==> src/sv/stc_pkg.sv <==
// ----------------------------------------------------------------------------
// Scrolling text console package
// Shared sizes, codes, request types and the character mapping function.
// ----------------------------------------------------------------------------
package stc_pkg;

	localparam int MAX_COLUMNS = 64;
	localparam int MAX_ROWS    = 32;
	localparam int COL_W       = $clog2(MAX_COLUMNS);
	localparam int ROW_W       = $clog2(MAX_ROWS);
	localparam int ADDR_W      = ROW_W + COL_W;
	localparam int CELLS       = MAX_ROWS * MAX_COLUMNS;
	localparam int CELL_W      = 7;
	localparam int CCOLS_W     = 7;
	localparam int CROWS_W     = 6;
	localparam int CFG_W       = 7;

	localparam logic [CELL_W-1:0] SPACE   = 7'h20;
	localparam logic [CELL_W-1:0] QMARK   = 7'h3F;
	localparam logic [7:0]        NEWLINE = 8'h0A;
	localparam logic [7:0]        FIRST_PRINTABLE = 8'h20;

	localparam logic [CCOLS_W-1:0] COLS_RESET = 7'd32;
	localparam logic [CROWS_W-1:0] ROWS_RESET = 6'd16;

	typedef enum logic [1:0] {
		CMD_TEXT  = 2'd0,
		CMD_EOL   = 2'd1,
		CMD_CLEAR = 2'd2,
		CMD_READ  = 2'd3
	} cmd_t;

	typedef enum logic {
		CFG_COLUMNS = 1'b0,
		CFG_ROWS    = 1'b1
	} cfg_idx_t;

	typedef struct packed {
		logic              en;
		logic [ADDR_W-1:0] addr;
		logic [CELL_W-1:0] data;
	} ram_wr_t;

	typedef struct packed {
		logic              en;
		logic [ADDR_W-1:0] addr;
	} ram_rd_t;

	function automatic logic [CELL_W-1:0] map_char(input logic [7:0] c);
		logic [CELL_W-1:0] r;
		if (c < FIRST_PRINTABLE) begin
			r = SPACE;
		end else if (c[7]) begin
			r = QMARK;
		end else begin
			r = c[CELL_W-1:0];
		end
		return r;
	endfunction

endpackage

==> src/sv/stc_cmd_if.sv <==
// ----------------------------------------------------------------------------
// Console command channel
// Valid/ready channel that carries one console command word.
// ----------------------------------------------------------------------------
interface stc_cmd_if;
	logic                       valid;
	logic                       ready;
	stc_pkg::cmd_t              command;
	logic [7:0]                 char_code;
	logic [stc_pkg::ROW_W-1:0]  read_row;
	logic [stc_pkg::COL_W-1:0]  read_column;

	modport source (output valid, command, char_code, read_row, read_column, input ready);
	modport sink   (input valid, command, char_code, read_row, read_column, output ready);
endinterface

==> src/sv/stc_cell_if.sv <==
// ----------------------------------------------------------------------------
// Console cell result channel
// Valid/ready channel that carries one cell read result word.
// ----------------------------------------------------------------------------
interface stc_cell_if;
	logic                       valid;
	logic                       ready;
	logic [stc_pkg::CELL_W-1:0] cell_char;
	logic                       cell_valid;

	modport source (output valid, cell_char, cell_valid, input ready);
	modport sink   (input valid, cell_char, cell_valid, output ready);
endinterface

==> src/sv/stc_ctrl.sv <==
// ----------------------------------------------------------------------------
// Console sequencer
// Cursor, ring offset and configuration state, plus the sweep counter that
// clears the grid or blanks one row a cell per cycle.
// ----------------------------------------------------------------------------
module stc_ctrl (
	input  logic                       clk,
	input  logic                       arst_n,
	input  logic                       cfg_we,
	input  stc_pkg::cfg_idx_t          cfg_index,
	input  logic [stc_pkg::CFG_W-1:0]  cfg_data,
	stc_cmd_if.sink                    cmd,
	stc_cell_if.source                 rsp,
	output stc_pkg::ram_wr_t           ram_wr,
	output stc_pkg::ram_rd_t           ram_rd,
	input  logic [stc_pkg::CELL_W-1:0] ram_rd_data
);
	import stc_pkg::*;

	typedef enum logic [3:0] {
		ST_IDLE   = 4'b0001,
		ST_CLEAR  = 4'b0010,
		ST_SCROLL = 4'b0100,
		ST_READ   = 4'b1000
	} state_t;

	state_t              state_q;
	logic [ADDR_W-1:0]   cnt_q;
	logic [CCOLS_W-1:0]  cols_q;
	logic [CROWS_W-1:0]  rows_q;
	logic [ROW_W-1:0]    row_q;
	logic [COL_W-1:0]    col_q;
	logic [ROW_W-1:0]    top_q;
	logic                disc_q;
	logic [ROW_W-1:0]    scroll_row_q;
	logic                rd_ok_q;
	logic                out_valid_q;
	logic [CELL_W-1:0]   out_char_q;
	logic                out_cvalid_q;

	logic [CCOLS_W-1:0]  eff_cols;
	logic [CROWS_W-1:0]  eff_rows;
	logic [ADDR_W-1:0]   cnt_inc;
	logic [CCOLS_W-1:0]  col_inc;
	logic [CROWS_W-1:0]  row_inc;
	logic                col_wrap;
	logic                row_over;
	logic [ROW_W-1:0]    last_row;
	logic [ROW_W-1:0]    top_inc;
	logic [ROW_W-1:0]    scroll_phys;
	logic [ROW_W-1:0]    cur_phys;
	logic [ROW_W-1:0]    rd_phys;
	logic                in_screen;
	logic                rd_ok;
	logic                accept;
	logic                do_text;
	logic                do_eol;
	logic                need_row;
	logic                need_scroll;
	logic                out_free;

	always_comb begin
		if (cols_q == '0) begin
			eff_cols = CCOLS_W'(1);
		end else if (cols_q > CCOLS_W'(MAX_COLUMNS)) begin
			eff_cols = CCOLS_W'(MAX_COLUMNS);
		end else begin
			eff_cols = cols_q;
		end
		if (rows_q == '0) begin
			eff_rows = CROWS_W'(1);
		end else if (rows_q > CROWS_W'(MAX_ROWS)) begin
			eff_rows = CROWS_W'(MAX_ROWS);
		end else begin
			eff_rows = rows_q;
		end
	end

	assign cnt_inc     = cnt_q + ADDR_W'(1);
	assign col_inc     = CCOLS_W'(col_q) + CCOLS_W'(1);
	assign row_inc     = CROWS_W'(row_q) + CROWS_W'(1);
	assign col_wrap    = col_inc >= eff_cols;
	assign row_over    = row_inc >= eff_rows;
	assign last_row    = ROW_W'(eff_rows - CROWS_W'(1));
	assign top_inc     = top_q + ROW_W'(1);
	assign scroll_phys = top_inc + last_row;
	assign cur_phys    = top_q + row_q;
	assign rd_phys     = top_q + cmd.read_row;
	assign in_screen   = (CROWS_W'(row_q) < eff_rows) && (CCOLS_W'(col_q) < eff_cols);
	assign rd_ok       = (CROWS_W'(cmd.read_row) < eff_rows)
		&& (CCOLS_W'(cmd.read_column) < eff_cols);

	assign cmd.ready   = (state_q == ST_IDLE);
	assign accept      = cmd.valid && cmd.ready;
	assign do_text     = accept && (cmd.command == CMD_TEXT) && !disc_q
		&& (cmd.char_code != NEWLINE);
	assign do_eol      = accept && (cmd.command == CMD_EOL);
	assign need_row    = do_eol || (do_text && col_wrap);
	assign need_scroll = need_row && row_over;
	assign out_free    = !out_valid_q || rsp.ready;

	assign rsp.valid      = out_valid_q;
	assign rsp.cell_char  = out_char_q;
	assign rsp.cell_valid = out_cvalid_q;

	always_comb begin
		ram_wr.en   = 1'b0;
		ram_wr.addr = {cur_phys, col_q};
		ram_wr.data = SPACE;
		case (state_q)
			ST_CLEAR: begin
				ram_wr.en   = 1'b1;
				ram_wr.addr = cnt_q;
			end
			ST_SCROLL: begin
				ram_wr.en   = 1'b1;
				ram_wr.addr = {scroll_row_q, cnt_q[COL_W-1:0]};
			end
			default: begin
				ram_wr.en   = do_text && in_screen;
				ram_wr.data = map_char(cmd.char_code);
			end
		endcase
	end

	assign ram_rd.en   = accept && (cmd.command == CMD_READ);
	assign ram_rd.addr = {rd_phys, cmd.read_column};

	always_ff @(posedge clk or negedge arst_n) begin
		if (!arst_n) begin
			state_q      <= ST_CLEAR;
			cnt_q        <= '0;
			cols_q       <= COLS_RESET;
			rows_q       <= ROWS_RESET;
			row_q        <= '0;
			col_q        <= '0;
			top_q        <= '0;
			disc_q       <= 1'b0;
			scroll_row_q <= '0;
			rd_ok_q      <= 1'b0;
			out_valid_q  <= 1'b0;
			out_char_q   <= SPACE;
			out_cvalid_q <= 1'b0;
		end else begin
			if (cfg_we) begin
				case (cfg_index)
					CFG_COLUMNS: cols_q <= cfg_data;
					CFG_ROWS:    rows_q <= cfg_data[CROWS_W-1:0];
					default:     ;
				endcase
			end
			if (rsp.valid && rsp.ready && (state_q != ST_READ)) begin
				out_valid_q <= 1'b0;
			end
			case (state_q)
				ST_IDLE: begin
					if (accept && (cmd.command == CMD_TEXT) && !disc_q
						&& (cmd.char_code == NEWLINE)) begin
						disc_q <= 1'b1;
					end
					if (do_text) begin
						col_q <= col_wrap ? '0 : col_inc[COL_W-1:0];
					end
					if (do_eol) begin
						disc_q <= 1'b0;
						col_q  <= '0;
					end
					if (need_row) begin
						row_q <= row_over ? last_row : row_inc[ROW_W-1:0];
					end
					if (need_scroll) begin
						top_q        <= top_inc;
						scroll_row_q <= scroll_phys;
						cnt_q        <= '0;
						state_q      <= ST_SCROLL;
					end
					if (accept && (cmd.command == CMD_CLEAR)) begin
						row_q   <= '0;
						col_q   <= '0;
						top_q   <= '0;
						disc_q  <= 1'b0;
						cnt_q   <= '0;
						state_q <= ST_CLEAR;
					end
					if (ram_rd.en) begin
						rd_ok_q <= rd_ok;
						state_q <= ST_READ;
					end
				end
				ST_CLEAR: begin
					cnt_q <= cnt_inc;
					if (cnt_q == '1) begin
						state_q <= ST_IDLE;
					end
				end
				ST_SCROLL: begin
					cnt_q <= cnt_inc;
					if (cnt_q[COL_W-1:0] == '1) begin
						state_q <= ST_IDLE;
					end
				end
				ST_READ: begin
					if (out_free) begin
						out_char_q   <= rd_ok_q ? ram_rd_data : SPACE;
						out_cvalid_q <= rd_ok_q;
						out_valid_q  <= 1'b1;
						state_q      <= ST_IDLE;
					end else if (rsp.valid && rsp.ready) begin
						out_valid_q <= 1'b0;
					end
				end
				default: begin
					state_q <= ST_IDLE;
				end
			endcase
		end
	end

	a_read_enters_wait: assert property (@(posedge clk) disable iff (!arst_n)
		ram_rd.en |=> state_q == ST_READ)
		else $error("Accepted read did not enter the read wait state.");

	a_clear_ends_home: assert property (@(posedge clk) disable iff (!arst_n)
		(state_q == ST_CLEAR) && (cnt_q == '1)
		|=> (state_q == ST_IDLE) && (row_q == '0) && (col_q == '0) && (top_q == '0))
		else $error("Clear sweep did not end idle with the cursor at home.");

	a_scroll_rotates: assert property (@(posedge clk) disable iff (!arst_n)
		need_scroll |=> (state_q == ST_SCROLL) && (top_q == $past(top_inc)))
		else $error("Scroll did not rotate the ring and start the row sweep.");

	a_read_port_held: assert property (@(posedge clk) disable iff (!arst_n)
		(state_q == ST_READ) |-> !ram_rd.en)
		else $error("Read port was reused while a read word was pending.");

endmodule

==> src/flat_wrapper.sv <==
// flat-port wrapper written by rule: the top's interface ports become plain ports
module stc_ctrl_flat import stc_pkg::*;
  (clk, arst_n, cfg_we, cfg_index, cfg_data, ram_wr, ram_rd, ram_rd_data, cmd_valid, cmd_command, cmd_char_code, cmd_read_row, cmd_read_column, cmd_ready, rsp_valid, rsp_cell_char, rsp_cell_valid, rsp_ready);
  stc_cmd_if cmd_i ();
  stc_cell_if rsp_i ();
  input  logic clk;
  input  logic arst_n;
  input  logic cfg_we;
  input  stc_pkg::cfg_idx_t cfg_index;
  input  logic [stc_pkg::CFG_W-1:0] cfg_data;
  output stc_pkg::ram_wr_t ram_wr;
  output stc_pkg::ram_rd_t ram_rd;
  input  logic [stc_pkg::CELL_W-1:0] ram_rd_data;
  input wire logic [$bits(cmd_i.valid)-1:0] cmd_valid;
  input wire logic [$bits(cmd_i.command)-1:0] cmd_command;
  input wire logic [$bits(cmd_i.char_code)-1:0] cmd_char_code;
  input wire logic [$bits(cmd_i.read_row)-1:0] cmd_read_row;
  input wire logic [$bits(cmd_i.read_column)-1:0] cmd_read_column;
  output wire logic [$bits(cmd_i.ready)-1:0] cmd_ready;
  output wire logic [$bits(rsp_i.valid)-1:0] rsp_valid;
  output wire logic [$bits(rsp_i.cell_char)-1:0] rsp_cell_char;
  output wire logic [$bits(rsp_i.cell_valid)-1:0] rsp_cell_valid;
  input wire logic [$bits(rsp_i.ready)-1:0] rsp_ready;
  assign cmd_i.valid = cmd_valid;
  assign cmd_i.command = cmd_command;
  assign cmd_i.char_code = cmd_char_code;
  assign cmd_i.read_row = cmd_read_row;
  assign cmd_i.read_column = cmd_read_column;
  assign cmd_ready = cmd_i.ready;
  assign rsp_valid = rsp_i.valid;
  assign rsp_cell_char = rsp_i.cell_char;
  assign rsp_cell_valid = rsp_i.cell_valid;
  assign rsp_i.ready = rsp_ready;
  stc_ctrl u_core (.clk(clk), .arst_n(arst_n), .cfg_we(cfg_we), .cfg_index(cfg_index), .cfg_data(cfg_data), .cmd(cmd_i), .rsp(rsp_i), .ram_wr(ram_wr), .ram_rd(ram_rd), .ram_rd_data(ram_rd_data));
endmodule
==> config.mk <==
export PLATFORM = sky130hd
export DESIGN_NAME = stc_ctrl_flat
export DESIGN_NICKNAME = d
export VERILOG_FILES = /design/src/sv/stc_pkg.sv /design/src/sv/stc_cmd_if.sv /design/src/sv/stc_cell_if.sv /design/src/sv/stc_ctrl.sv /design/src/flat_wrapper.sv
export SDC_FILE = /design/constraint.sdc
export NUM_CORES = 1
export LEC_CHECK = 0
export BUFFER_PORTS_ARGS = -buffer_cell sky130_fd_sc_hd__buf_2
export CORE_MARGIN = 1
export CORE_UTILIZATION = 50
export DETAILED_ROUTE_END_ITERATION = 8
export PLACE_DENSITY = 0.73
export SLEW_MARGIN = 30
export SYNTH_ARGS = -nofsm -noshare
export SYNTH_HDL_FRONTEND = slang
export SYNTH_SLANG_ARGS = --single-unit
export TNS_END_PERCENT = 10
==> constraint.sdc <==
create_clock -name clk -period 4.05 [get_ports clk]
set_clock_uncertainty 0.05 [all_clocks]
set_input_delay 0.405 -clock clk [delete_from_list [all_inputs] [get_ports clk]]
set_output_delay 0.405 -clock clk [all_outputs]
set_load 0.01 [all_outputs]
==> qor.txt, run 1 <==
Final setup fails: 0
Total die area: 9190 um^2
Setup crit end kind: register
Htree depth: 3
Number of antenna diodes: 0
Final routed wire length divided by cell count: 15.7 um
Maximum number of pins on one net before global-route repair: 41
Count of nets left with antenna violations after detail routing: 0
FF+latch count, synth: 60
Reg-to-reg critical path startpoint: u_core.rows_q[1]
Logic depth of the worst register-to-register path: 12
Per-instance average area after synthesis: 9.33 um^2
Post-detailed-route DRC marker count: 0
Most area-hungry cell type in the Yosys netlist: dfrtp_1
Layout Utilization: 0.613
Register-to-register setup slack: 0.95 ns
Core Rows: 33
Unrepaired setup endpoints after global routing: false
Top library cells by usage in the layout, fill and taps aside: 80 x buf_2, 79 x nand2_1, 56 x dfrtp_1, 50 x ha_1, 24 x nor2_1
Iteration-0 DRC Markers: 159
Count of TritonRoute iterations in the first routing pass: 4
Min Tclk post-route: 3.10 ns
CTS Root Buffer Type: clkbuf_8
Drt total wl: 10,400 um
Data arrival time of the critical path: 3.28 ns
Fin. Hold Viols: 26
Largest fanout on the critical path: 4
Maximum capacitance violations: 0
Via count of the first global-routing pass: 3,699
Largest cells by area after synthesis: dfrtp_1 32%, ha_1 14%, nand2_1 6.7%
Final Max Tran Viols: 0
Boundary pin count: 82
Weighted congestion reported at the end of routability-driven placement: 0.856
Floorplan core area: 8380 um^2
Total of cells resized after clock tree synthesis: 0
Worst setup path category: reg -> reg
Clock sinks: 60
Number of warnings reported in the yosys synthesis log: 0
Net count of the finished layout: 648
Vertical die dimension: 95.8 um
Number of buffers added to fix hold violations after cts: 0
Worst supply voltage drop on vdd: 294 uV
Outcome: finished with violations
Unique masters post-synth: 61
Vias per cell: 5.73
Post-placement cell area: 4890 um^2
Num CTS Buffers: 9
Total of buffers placed on input and output ports: 81
Crit path setup slack, layout: 0.954 ns
Antenna violations before repair: 0
Share of cells above drive strength 1: 0.243
Destination of the worst register-to-register timing path: u_core.scroll_row_q[4]
Total track usage: 0.245
Total setup buffers inserted after CTS: 0
Max frequency: 323 MHz
Portion of the post-synthesis area used by sequential elements: 0.342
Overall die width: 95.8 um
Async set or reset register ratio after synthesis: 1.00
Primary flip-flop cell chosen by synthesis mapping: dfrtp_1
Final worst-path cycle share: 0.764
Post-Place Worst Slack: 0.968 ns
Post-DP HPWL: 8080 um
Aggregate global routing overflow: 0
Vias: 3,805
Area added between synthesis and finish: 16.7%
Worst Max-Slew Pin Slew: 0.846 ns
Setup tns final: 0 ns
Max clock buf depth: 2
Area of the mapped netlist: 4400 um^2
Post-synth EDFFs: 0
Failing checks: hold timing
Starting density of the core: 0.525
Tightest hold margin: -0.0269 ns
Hold WC Path Type: in -> async
Global-route wire length before repair: 17,000 um
Nature of the critical path startpoint: register
Final Instance Area: 5140 um^2
Worst slew margin: 0.436
Fraction of post-synthesis cell area in the top cell type by area: 0.318
Syn nets: 566
Required time at the worst-slack endpoint: 4.23 ns
Leak: 2.61 nW
Worst skew pair latency: 0.35 ns
Gate Count Post-Synth: 472
Clock input transition at the sequential cells of the worst setup and hold paths: 0.07 ns
Most common cell after layout, fill and taps aside: buf_2
CTS tree: done
Power per Cell Area: 609 nW/um^2
-- synthesized netlist by cell type (6+ instances only) --
cell,instances
a21o_1,12
clkbuf_1,6
o31ai_1,7
o21ai_0,22
xnor2_1,14
o211ai_1,7
xor2_1,16
dfrtp_1,56
nand2b_1,6
buf_4,7
a21oi_1,14
nand3_1,15
and3_1,7
nor2_1,25
inv_1,21
ha_1,50
mux2_2,13
o21a_1,8
nand2_1,79
-- power by group --
group          internal [mW]  switching [mW]  total, mW  leakage, nW
sequential             0.782           0.208      0.989        0.773
combinational          0.681           0.793       1.47         1.72
clock                  0.410           0.258      0.668        0.117
-- logic make-up (layout without fill, tap and decap cells) --
logic type | after synthesis | after routing | synth area share
adder cells (fa/ha/maj) | 53 | 53 | 0.156
flip-flops | 60 | 60 | 0.342
XOR/XNOR | 30 | 30 | 0.0597
multiplexers | 22 | 22 | 0.0594
buffers and inverters | 39 | 126 | 0.0401
AND/OR/NAND/NOR | 170 | 170 | 0.189
AO/OA/AOI/OAI | 98 | 98 | 0.154
-- flip-flops by register name (all words and copies together) (netlist names), 4 cells and up --
| name | flops |
|---|---|
| u_core.cols_q | 7 |
| u_core.rsp.cell_char | 7 |
| u_core.cnt_q | 11 |
| u_core.col_q | 6 |
| u_core.scroll_row_q | 5 |
| u_core.rows_q | 6 |
| u_core.state_q | 4 |
| u_core.row_q | 5 |
| u_core.top_q | 5 |
-- routing by layer --
metal	global-route usage	wire [um]
met1	0.302	4550
met2	0.420	5090
met3	0.0569	564
met4	0.0858	212
met5	0	0
-- worst max path at each step --
stage                      from                endpoint  slack (ns)  cells past startpoint
3_3_place_gp   u_core.rows_q[1]  u_core.scroll_row_q[4]        1.01                     12
6_report       u_core.rows_q[1]  u_core.scroll_row_q[4]        0.95                     12
5_1_grt        u_core.rows_q[1]  u_core.scroll_row_q[4]        0.74                     12
3_5_place_dp    u_core.col_q[0]  u_core.scroll_row_q[4]        0.97                     10
4_1_cts         u_core.col_q[0]  u_core.scroll_row_q[4]        0.95                     10
2_1_floorplan  u_core.rows_q[1]  u_core.scroll_row_q[4]        1.33                     12
-- per-stage QoR --
stage          power [mW]  std cells
3_5_place_dp         2.46        647
2_1_floorplan        1.99        472
6_report             3.13        664
4_1_cts              3.14        663
5_1_grt              3.39        664
3_3_place_gp         2.41        647
-- critical path, stage by stage (launching register included) --
cell,delay [ns]
dfrtp_1,0.41
nor4_1,0.28
nor2_1,0.09
nor2_1,0.25
inv_1,0.14
ha_1,0.36
inv_1,0.09
fa_1,0.42
a21o_1,0.20
a21oi_1,0.16
xnor2_1,0.15
xnor2_1,0.10
mux2_4,0.27
-- area by class of cell --
type | count | area, um^2
Multi-Input combinational cell | 373 | 2720
Clock buffer | 10 | 128
Tap cell | 105 | 131
Clock inverter | 6 | 111
Fill cell | 707 | 3240
Timing Repair Buffer | 88 | 458
Sequential cell | 60 | 1510
Inverter | 22 | 82.6
(Power assumes the default switching activity.)
==> inputs of run 2 (changes only) <==
Clock period 4.05 ns to 3.1 ns, I/O delays scaled along.
==> run 2 against run 1 <==
The run now ends clean. Routed wire length decreased by 3.7%. Cell area rose by 0.12%. Die area did not move. Largest cell class unchanged. Global-route usage decreased by 0.61 points. First-iteration DRC count shrank 18%. Clock power increased by 7.8%. Total power increased by 26%.
==> qor.txt, run 2 (same netlist as run 1, synthesis figures left out) <==
Outcome: finished clean
Clock input transition at the sequential cells of the worst setup and hold paths: 0.07 ns (about the same)
Internal power: 2.32 mW (+24%)
Floorplan core area: 8380 um^2 (unchanged)
Required time at the worst-slack endpoint: 2.74 ns (-1.49 ns)
Post-DP HPWL: 7980 um (-1.3%)
Layout Utilization: 0.614 (+0.000746)
Post-detailed-route DRC marker count: 0 (unchanged)
Largest fanout on the critical path: 6 (+2)
Leak: 2.60 nW (-0.28%)
Total die area: 9190 um^2 (unchanged)
Total setup buffers inserted after CTS: 0 (unchanged)
Total buffers and inverters traversed by the critical path: 2 (unchanged)
Total design power: 3.94 mW (+26%)
Register-to-register setup slack: 0.18 ns (-0.77 ns)
Part of the power in the clock network: 0.183 (-0.030)
Most common cell after layout, fill and taps aside: buf_2
Logic depth of the worst register-to-register path: 12 (unchanged)
Top library cells by usage in the layout, fill and taps aside: 81 x buf_2, 79 x nand2_1, 56 x dfrtp_1, 50 x ha_1, 24 x nor2_1
Final routed wire length divided by cell count: 15.0 um (-4.3%)
Largest register by flop count: u_core.cnt_q
Filler cell count: 719 (+1.7%)
Nature of the critical path startpoint: register
Global-route wire length before repair: 16,500 um (-2.9%)
Htree depth: 3 (unchanged)
Min Tclk post-route: 2.94 ns
Crit-path most repeated cell: o21a_1
Setup crit end kind: output pin
Iteration-0 DRC Markers: 130 (-18%)
Worst Max-Slew Pin Slew: 0.604 ns (-0.242 ns)
Maximum number of pins on one net before global-route repair: 31 (-24%)
Reg-to-reg critical path startpoint: u_core.rows_q[1]
Slowest cell on the critical path: dfrtp_1
Max clock buf depth: 2 (unchanged)
Drt total wl: 10,000 um (-3.7%)
Area added between synthesis and finish: 16.9%
Total track usage: 0.239 (-0.00611)
Net count of the finished layout: 652 (+0.62%)
Fin. Hold Viols: 0 (-100%)
Count of TritonRoute iterations in the first routing pass: 4 (unchanged)
Share of cells above drive strength 1: 0.250 (+0.00715)
Fraction of power consumed by sequential logic: 0.327 (+0.011)
Worst supply voltage drop on vdd: 530 uV (+80%)
Vertical die dimension: 95.8 um (unchanged)
Number of antenna diodes: 0 (unchanged)
Destination of the worst register-to-register timing path: u_core.scroll_row_q[4]
Max reg flops: 11 (unchanged)
Num CTS Buffers: 9 (unchanged)
Total of buffers placed on input and output ports: 81 (unchanged)
Aggregate global routing overflow: 0 (unchanged)
Switching share of power: 0.412 (+0.0102)
Overall die width: 95.8 um (unchanged)
Worst Hold Launch: cfg_data[6]
Vias: 3,668 (-3.6%)
Boundary pin count: 82 (unchanged)
End point of the worst hold path: u_core.cols_q[6]
Data arrival time of the critical path: 2.58 ns (-0.70 ns)
Worst Hold Depth: 3
Gate power share: 0.491 (+0.020)
Crit path largest cell delay: 0.45 ns (+0.03 ns)
Hold WC Path Type: in -> reg
Starting density of the core: 0.525 (unchanged)
Worst setup path category: reg -> out
Clock sinks: 60 (unchanged)
Count of nets left with antenna violations after detail routing: 0 (unchanged)
Core Rows: 33 (unchanged)
Worst skew pair latency: 0.35 ns (about the same)
Antenna violations before repair: 0 (unchanged)
Final setup fails: 0 (unchanged)
Worst path cell trace: inv_1 > nand2_1 > ha_1 > nor2b_1 > o21a_1 > o21a_1 > o21ai_0 > a21oi_1 > o31ai_1 > buf_2
Vias per cell: 5.49 (-4.2%)
Count of non-filler cells in the finished layout: 668 (+0.60%)
Final worst-path cycle share: 0.949
Via count of the first global-routing pass: 3,510 (-5.1%)
Kind of cell with the highest combined delay on the critical path: compound AO/OA/AOI/OAI gates
Final Max Tran Viols: 0 (unchanged)
CTS tree: done
Power per Cell Area: 766 nW/um^2 (+26%)
Inst Count DP: 651 (+0.62%)
Maximum capacitance violations: 0 (unchanged)
Max frequency: 340 MHz
Weighted congestion reported at the end of routability-driven placement: 0.902 (+5.5%)
CTS Root Buffer Type: clkbuf_8
Worst slew margin: 0.597 (+0.161)
Switching power: 1.63 mW (+29%)
==> run 2: layout make-up <==
type	count	area, um^2	share of cell area
Timing Repair Buffer	92	490	0.0953
Multi-Input combinational cell	373	2730	0.531
Clock buffer	11	141	0.0275
Sequential cell	60	1510	0.293
Tap cell	105	131	0.0255
Clock inverter	5	61.3	0.0119
Inverter	22	82.6	0.0160
==> run 2: repair_timing <==
action | in CTS | in global routing
resized for setup | 0 | 3
hold buffers | 1 | 0
setup endpoints to repair | 0 | 12
hold endpoints to repair | 56 | 0
==> run 2: power by group through the flow <==
stage	sequential [mW]	clock, mW	combinational (mW)
3_3_place_gp	1.28	0	1.86
5_1_grt	1.33	0.771	2.17
3_5_place_dp	1.30	0	1.92
6_report	1.29	0.720	1.93
4_1_cts	1.29	0.734	1.94
2_1_floorplan	1.24	0	1.36
==> run 2: how the worst max path moves through the flow <==
stage                                   endpoint  slack [ns]             start  cells after the start
after CTS                 u_core.scroll_row_q[4]        0.11  u_core.rows_q[1]                     12
after floorplan           u_core.scroll_row_q[4]        0.38  u_core.rows_q[1]                     12
after detailed placement  u_core.scroll_row_q[4]        0.15  u_core.rows_q[1]                     12
final                                 ram_wr[18]        0.16  u_core.rows_q[5]                     10
after global placement    u_core.scroll_row_q[4]        0.24  u_core.rows_q[1]                     12
after global routing      u_core.scroll_row_q[4]      -0.009  u_core.rows_q[1]                     12
==> run 2: stage by stage <==
step	TNS [ns]	hold slack, ns	setup slack (ns)	area, um^2
final	0	0.126	0.157	5150
after global routing	-0.0115	0.144	-0.00937	5150
after floorplan	0	-0.0356	0.383	4400
after CTS	0	0.114	0.110	5130
after global placement	0	0.308	0.242	4920
after detailed placement	0	0.306	0.155	4920
==> run 2: worst reg2reg max path, delay by kind of cell (launching register included) <==
| family | cells | cell delay, ns |
|---|---|---|
| adders and majority gates | 2 | 0.75 |
| and+or+nand+nor | 3 | 0.55 |
| DFF | 1 | 0.41 |
| AOI/OAI and AO/OA | 2 | 0.34 |
| xor gates and xnor gates | 2 | 0.26 |
| muxes | 1 | 0.26 |
| buffers and inverters | 2 | 0.18 |
==> run 2: routing by layer <==
metal | wire (um) | track usage
met5 | 0 | 0
met4 | 119 | 0.0796
met3 | 414 | 0.0513
met2 | 4830 | 0.399
met1 | 4670 | 0.307
==> inputs of run 3 (changes only) <==
Settings changed: CELL_PAD_IN_SITES_DETAIL_PLACEMENT set to 1, CELL_PAD_IN_SITES_GLOBAL_PLACEMENT set to 1, CORE_UTILIZATION 50 to 39, PLACE_DENSITY 0.73 to unset, PLACE_DENSITY_LB_ADDON set to 0.1.
Clock period 3.1 ns to 2.6 ns, I/O delays scaled along.
==> run 3 against run 2 <==
The flow now finishes with violations (setup timing). Count of clock-buffer cells in the layout increased by 1. Flip-flop and latch count unchanged. Via count increased by 13%. Highest routed layer unchanged.
==> qor.txt, run 3 (same netlist as run 1, synthesis figures left out) <==
Setup crit end kind: output pin
Vias per cell: 5.41 (-1.5%)
Net count of the finished layout: 715 (+9.7%)
Nature of the critical path startpoint: register
Largest register by flop count: u_core.cnt_q
Global-route wire length before repair: 21,500 um (+30%)
Maximum number of pins on one net before global-route repair: 34 (+9.7%)
Max reg flops: 11 (unchanged)
Via count of the first global-routing pass: 4,266 (+22%)
Floorplan core area: 10,900 um^2 (+30%)
Worst skew pair latency: 0.34 ns (about the same)
Worst Max-Slew Pin Slew: 0.686 ns (+0.0822 ns)
Required time at the worst-slack endpoint: 2.29 ns (-0.45 ns)
Weighted congestion reported at the end of routability-driven placement: 0.834 (-7.6%)
Final routed wire length divided by cell count: 18.5 um (+23%)
Worst slew margin: 0.543 (-0.0540)
Final setup fails: 8 (+8)
Max clock buf depth: 2 (unchanged)
Number of antenna diodes: 0 (unchanged)
CTS Root Buffer Type: clkbuf_16
Outcome: finished with violations
Leak: 3.03 nW (+16%)
Total track usage: 0.241 (+0.00214)
Core Rows: 38 (+15%)
Vertical die dimension: 108 um (+13%)
Drt total wl: 14,200 um (+41%)
Num CTS Buffers: 9 (unchanged)
Final Max Tran Viols: 0 (unchanged)
Starting density of the core: 0.403 (-0.123)
Post-detailed-route DRC marker count: 0 (unchanged)
Worst setup path category: reg -> out
Tightest hold margin: 0.0802 ns (-0.0457 ns)
Most common cell after layout, fill and taps aside: buf_2
Overall die width: 108 um (+13%)
Maximum capacitance violations: 0 (unchanged)
Min Tclk post-route: 2.88 ns
Count of TritonRoute iterations in the first routing pass: 4 (unchanged)
Post-DP HPWL: 10,300 um (+29%)
Worst supply voltage drop on vdd: 582 uV (+9.8%)
Setup tns final: -0.750 ns (-0.750 ns)
Fin. Hold Viols: 0 (unchanged)
Total design power: 6.01 mW (+52%)
Total of buffers placed on input and output ports: 81 (unchanged)
Final worst-path cycle share: 1.11
Area added between synthesis and finish: 38.0%
CTS tree: done
Share of cells above drive strength 1: 0.393 (+0.143)
Total die area: 11,700 um^2 (+28%)
Top library cells by usage in the layout, fill and taps aside: 81 x buf_2, 77 x nand2_1, 63 x buf_4, 54 x dfrtp_1, 44 x ha_1
Vias: 4,143 (+13%)
Boundary pin count: 82 (unchanged)
Failing checks: setup timing
Post-Place Worst Slack: -0.189 ns (-0.344 ns)
Largest fanout on the critical path: 5 (-1)
Power per Cell Area: 989 nW/um^2 (+29%)
Max frequency: 348 MHz
Data arrival time of the critical path: 2.57 ns (about the same)
Aggregate global routing overflow: 0 (unchanged)
Clock input transition at the sequential cells of the worst setup and hold paths: 0.05 ns (-0.02 ns)
Unrepaired setup endpoints after global routing: true
Hold WC Path Type: in -> reg
Antenna violations before repair: 0 (unchanged)
Layout Utilization: 0.555 (-0.0585)
Count of nets left with antenna violations after detail routing: 0 (unchanged)
Crit path setup slack, layout: -0.277 ns (-0.433 ns)
Htree depth: 3 (unchanged)
Iteration-0 DRC Markers: 108 (-17%)
Clock sinks: 60 (unchanged)
## run 3: changes by cell type in the layout (fill, tap and decap cells not counted), moves of 4 or more
cell,change
buf_4,+53
clkbuf_16,+9
clkbuf_8,-9
buf_6,+7
a21oi_1,-6
a21oi_2,+6
ha_1,-6
o31ai_1,-4
## run 3: what timing repair did
| item | CTS | global route |
|---|---|---|
| buffers inserted | 6 | 9 |
| resized for setup | 24 | 37 |
| hold buffers | 1 | 0 |
| endpoints found under the setup margin | 22 | 35 |
| pin swaps | 16 | 22 |
| hold endpoints to repair | 25 | 0 |
## run 3: per-stage QoR
step                      cell area [um^2]  instances
after floorplan                       4410        472
after global placement                5360        735
after detailed placement              5360        735
after CTS                             5830        758
after global routing                  6070        766
final                                 6070        766
## run 3: power by group
group	internal [mW]	leakage (nW)	switching, mW	total (mW)
combinational	1.54	2.10	1.64	3.18
clock	0.864	0.153	0.444	1.31
sequential	1.22	0.770	0.298	1.52
total	3.62	3.03	2.38	6.01
## run 3: path summary, 6_finish.rpt
kind                                         start                 endpoint  slack [ns]  depth (start not counted)
setup reg to reg                  u_core.rows_q[3]   u_core.scroll_row_q[4]       -0.24                         13
max in group asynchronous                   arst_n         u_core.rows_q[4]        1.35                          3
hold reg to reg            u_core.rsp.cell_char[1]  u_core.rsp.cell_char[1]        0.42                          2
setup / recovery                  u_core.rows_q[5]               ram_wr[18]       -0.28                         10
hold / removal                         cfg_data[6]         u_core.cols_q[6]        0.08                          3
min in group asynchronous                   arst_n          u_core.cnt_q[5]        0.45                          2
## run 3: worst max-delay path, stage by stage (launching register included)
cell and delay [ns]:
dfrtp_2 0.45, inv_1 0.15, nand2_2 0.12, ha_1 0.32
nor2b_1 0.16, o21a_1 0.18, o21a_1 0.17, o21ai_0 0.15
a21oi_1 0.12, o31ai_2 0.24, buf_2 0.18
## run 3: per-layer routing
metal  GRT usage  wire, um
met1       0.292      6220
met2       0.432      7160
met3      0.0488       546
met4      0.0676       242
met5           0         0
## run 3: cell type report
cell class              count  area [um^2]
multi-input cells         373         2960
repair buffers            155         1030
inverters                  22         82.6
clock buffers              12          246
fillers                  1275         4860
flip-flops and latches     60         1510
clock inverters             4         72.6
well taps                 140          175
